<file path="src/hdl/hmt_pkg.sv">
// Shared types and constants for the hashed multiset table.
`timescale 1ns / 1ps

package hmt_pkg;

    localparam int CMD_W     = 2;
    localparam int VALUE_W   = 32;
    localparam int TOTAL_W   = 16;
    localparam int OCC_W     = 16;
    localparam int S_TDATA_W = 40;
    localparam int M_TDATA_W = 40;

    typedef enum logic [CMD_W-1:0] {
        CMD_ADD    = 2'd0,
        CMD_REMOVE = 2'd1,
        CMD_SEARCH = 2'd2,
        CMD_COUNT  = 2'd3
    } hmt_cmd_t;

    typedef enum logic [1:0] {
        ST_CLEAR,
        ST_IDLE,
        ST_EXEC
    } hmt_state_t;

    // Controller to datapath
    typedef struct packed {
        logic clear;
        logic accept;
        logic commit;
    } hmt_ctl_t;

    // Datapath to controller
    typedef struct packed {
        logic clear_last;
        logic out_busy;
    } hmt_stat_t;

endpackage

</file>
<file path="src/hdl/hmt_ctrl.sv">
// Sequencer for the hashed multiset table: clear sweep, accept, commit.
`timescale 1ns / 1ps

module hmt_ctrl (
    input  logic             aclk,
    input  logic             aresetn,
    input  logic             s_tvalid,
    output logic             s_tready,
    input  hmt_pkg::hmt_stat_t stat,
    output hmt_pkg::hmt_ctl_t  ctl
);
    import hmt_pkg::*;

    hmt_state_t state_reg;
    hmt_state_t state_next;

    always_ff @(posedge aclk) begin
        if (!aresetn) begin
            state_reg <= ST_CLEAR;
        end else begin
            state_reg <= state_next;
        end
    end

    always_comb begin
        state_next = state_reg;
        ctl        = '0;
        s_tready   = 1'b0;
        unique case (state_reg)
            ST_CLEAR: begin
                ctl.clear = 1'b1;
                if (stat.clear_last) begin
                    state_next = ST_IDLE;
                end
            end
            ST_IDLE: begin
                s_tready = 1'b1;
                if (s_tvalid) begin
                    ctl.accept = 1'b1;
                    state_next = ST_EXEC;
                end
            end
            ST_EXEC: begin
                // hold the row until the result register is free
                if (!stat.out_busy) begin
                    ctl.commit = 1'b1;
                    state_next = ST_IDLE;
                end
            end
            default: begin
                state_next = ST_CLEAR;
            end
        endcase
    end

endmodule

</file>
<file path="config.mk">
export PLATFORM = sky130hd
export DESIGN_NAME = hmt_ctrl
export DESIGN_NICKNAME = d
export VERILOG_FILES = /design/src/hdl/hmt_pkg.sv /design/src/hdl/hmt_ctrl.sv
export SDC_FILE = /design/constraint.sdc
export NUM_CORES = 1
export LEC_CHECK = 0
export ABC_CLOCK_PERIOD_IN_PS = 900
export BUFFER_PORTS_ARGS = -buffer_cell sky130_fd_sc_hd__buf_2
export CORE_AREA = 3 3 40 42
export CTS_CLUSTER_DIAMETER = 150
export DETAILED_ROUTE_END_ITERATION = 16
export DIE_AREA = 0 0 43 45
export PLACE_DENSITY = 0.32
export REMOVE_ABC_BUFFERS = 1
export SKIP_CTS_REPAIR_TIMING = 1
export SYNTH_ARGS = -nofsm -noshare
export SYNTH_HDL_FRONTEND = slang
export SYNTH_SLANG_ARGS = --single-unit
</file>
<file path="constraint.sdc">
create_clock -name aclk -period 0.9 [get_ports aclk]
set_input_delay 0.045 -clock aclk [delete_from_list [all_inputs] [get_ports aclk]]
set_output_delay 0.045 -clock aclk [all_outputs]
set_load 0.03 [all_outputs]
</file>
==> results by group <==
Worst setup path
  – R2R depth: 2
  – Crit path from: state_reg[1]
  – Crit-path max FO: 6
  – Crit. End Element: primary output
  – Reg2reg start: state_reg[1]
  – R2R setup slack: 0.04 ns
  – Critical path class: register to primary output
  – Critical path arrival: 1.01 ns
  – Critical Path RT: 0.85 ns
  – Critical Path Source Type: register
  – R2r endpoint: state_reg[0]

STA
  – Fmax: 947.0 MHz
  – Final worst slack: -0.1560 ns
  – RSZ-0062 raised after global routing: yes
  – Setup TNS: -0.4363 ns
  – Max-Slew Margin vs Limit: 0.9039
  – Final Hold Violating Endpoints: 0
  – Worst Max-Slew Pin Slew: 0.1427 ns
  – Post-Route Skew: 0.0005436 ns
  – Setup violators final: 4
  – Max-slew violations: 0
  – Post-layout min period: 1.056 ns
  – Tcrit/Tclk final: 1.173
  – Hold_ws: 0.05496 ns

Detailed routing
  – Routed vias/inst: 3.513
  – Initial DRC count: 2
  – DRC: 0
  – WL final: 358 um
  – Vias: 137
  – Antenna viol nets, final: 0
  – DR WL/cell: 9.179 um
  – TritonRoute pass-1 iters: 2

Logic synthesis
  – Yosys cell types: 9
  – Seq cells post-synth: 2
  – Mapped Cells: 12
  – Syn_area_per_cell: 9.801 um^2
  – Synth warnings: 0
  – Post-Syn Area: 117.6 um^2
  – Sequential share of the synthesized area: 0.3404

Clock network
  – Reg clk slew, reported paths: 0.03 ns
  – Clock latency on the worst-skew pair: 0.22 ns
  – Clock Tree Root: clkbuf_4
  – CTS tree: done
  – H-tree level count: 1
  – Cts bufs inserted: 3
  – Clk sink count: 2
  – Max Root-Sink Buffers: 2

Min path
  – Worst Hold Path EP: state_reg[1]
  – Min-Delay Startpoint: aresetn
  – Hold Crit Class: input pin to register
  – WHS Path Cells: 2

Floorplan
  – Vert. Die Dim: 45 um
  – Initial Utilization: 0.09153
  – Die area: 1935 um^2
  – Number of core rows: 13
  – Io pins: 9
  – Total core area: 1285 um^2
  – DIE WIDTH: 43 um

Power and ir drop
  – P_int: 287.3 uW
  – Clock share of power: 0.500
  – VDD IR max: 0.0005643 V
  – Net Switching: 110.1 uW
  – Post-layout power: 397.4 uW
  – Switching fraction of total power: 0.2770
  – Combinational Power Share: 0.237
  – Leakage: 0.1079 nW
  – Register share of total power: 0.263
  – PwrDens: 1745 nW/um^2

Finish
  – Multi-input gate area: 77.57 um^2
  – Area Growth Syn to Fin: 93.62%
  – Fin area: 227.7 um^2
  – Final Util: 0.1772
  – Nets@finish: 31
  – Final Non-Filler Cells: 39
  – FF/Latch Area: 47.55 um^2
  – Antenna cells: 0
  – Proportion of layout cells with a drive suffix above 1: 0.6667
  – Max FFs per register: 2
  – Fillcell total: 152

Global routing
  – Vias in the first global route: 125
  – Initial antenna violation count: 0
  – Pin count of the biggest net entering global routing: 8
  – Grt total ovfl: 0
  – Total global-route track usage: 0.04156
  – Global-route wire length before repair: 517 um

Run
  – Max cap viols: 0

Run status
  – Outcome: complete, but fails checks
  – Failing checks: negative setup slack

Placement
  – Port Buf Inserts: 8
  – Dpl cell area: 183.9 um^2
  – Pre-CTS setup slack: -0.02744 ns
  – RePlAce Congestion: 0.6398
  – Placed Cells: 36
[power groups by stage]
stage / registers, mW / clock network (mW) / logic [mW]
2_1_floorplan: 0.105 / 0 / 0.0531
3_3_place_gp: 0.107 / 0 / 0.0833
3_5_place_dp: 0.107 / 0 / 0.0843
4_1_cts: 0.105 / 0.217 / 0.0845
5_1_grt: 0.107 / 0.214 / 0.101
6_report: 0.105 / 0.199 / 0.0943
[placed cells by master, fill, tap and decap left out, drive strengths merged]
cell / Yosys / final
nor2: 1 / 1
o21ai: 1 / 1
dfxtp: 2 / 2
buf: 0 / 9
clkbuf: 0 / 3
nor2b: 4 / 4
o21a: 1 / 1
and3b: 2 / 2
o311a: 1 / 1
[cells in the mapped netlist]
cell type / n / area, um^2
o21ai_0: 1 / 5.000
and3b_2: 1 / 10.01
and3b_1: 1 / 8.760
nor2b_4: 1 / 13.76
dfxtp_1: 2 / 40.04
nor2_1: 1 / 3.750
o21a_1: 1 / 7.510
nor2b_1: 3 / 18.77
o311a_1: 1 / 10.01
[worst max path at each step]
stage | end | slack [ns] | cells after the start
after global routing | ctl[0] | -0.20 | 3
after floorplan | ctl[0] | -0.14 | 2
after CTS | ctl[0] | -0.27 | 3
after detailed placement | ctl[0] | -0.03 | 3
final | ctl[0] | -0.16 | 3
after global placement | ctl[0] | -0.02 | 3
[per-layer routing]
| layer | GRT usage | part of all wire | vias to the layer above |
|---|---|---|---|
| li1 | - | - | 67 |
| met1 | 0.04796 | 0.44 | 61 |
| met2 | 0.03593 | 0.39 | 9 |
| met3 | 0.02390 | 0.17 | 0 |
| met4 | 0.07229 | 0 | 0 |
| met5 | 0 | 0 | - |
[area by class of cell]
cell class / count / share of cell area
clock buffer: 3 / 0.09890
multi-input combinational: 10 / 0.3407
sequential: 2 / 0.2088
tap: 15 / 0.08242
timing repair buffer: 9 / 0.2692
[logic make-up (layout without fill, tap and decap cells)]
| family | Yosys count | in the layout | share of synthesized area |
|---|---|---|---|
| AND/OR/NAND/NOR | 7 | 7 | 0.4681 |
| AO/OA/AOI/OAI | 3 | 3 | 0.1915 |
| flip-flops | 2 | 2 | 0.3404 |
| buffers and inverters | 0 | 12 | 0 |
[critical path, cell delays in order, from the launching register on]
cell and delay (ns):
dfxtp_4 0.35, nor2b_4 0.14, nor2b_1 0.13, buf_4 0.17
Note: power is estimated with default switching activity, not from simulation.
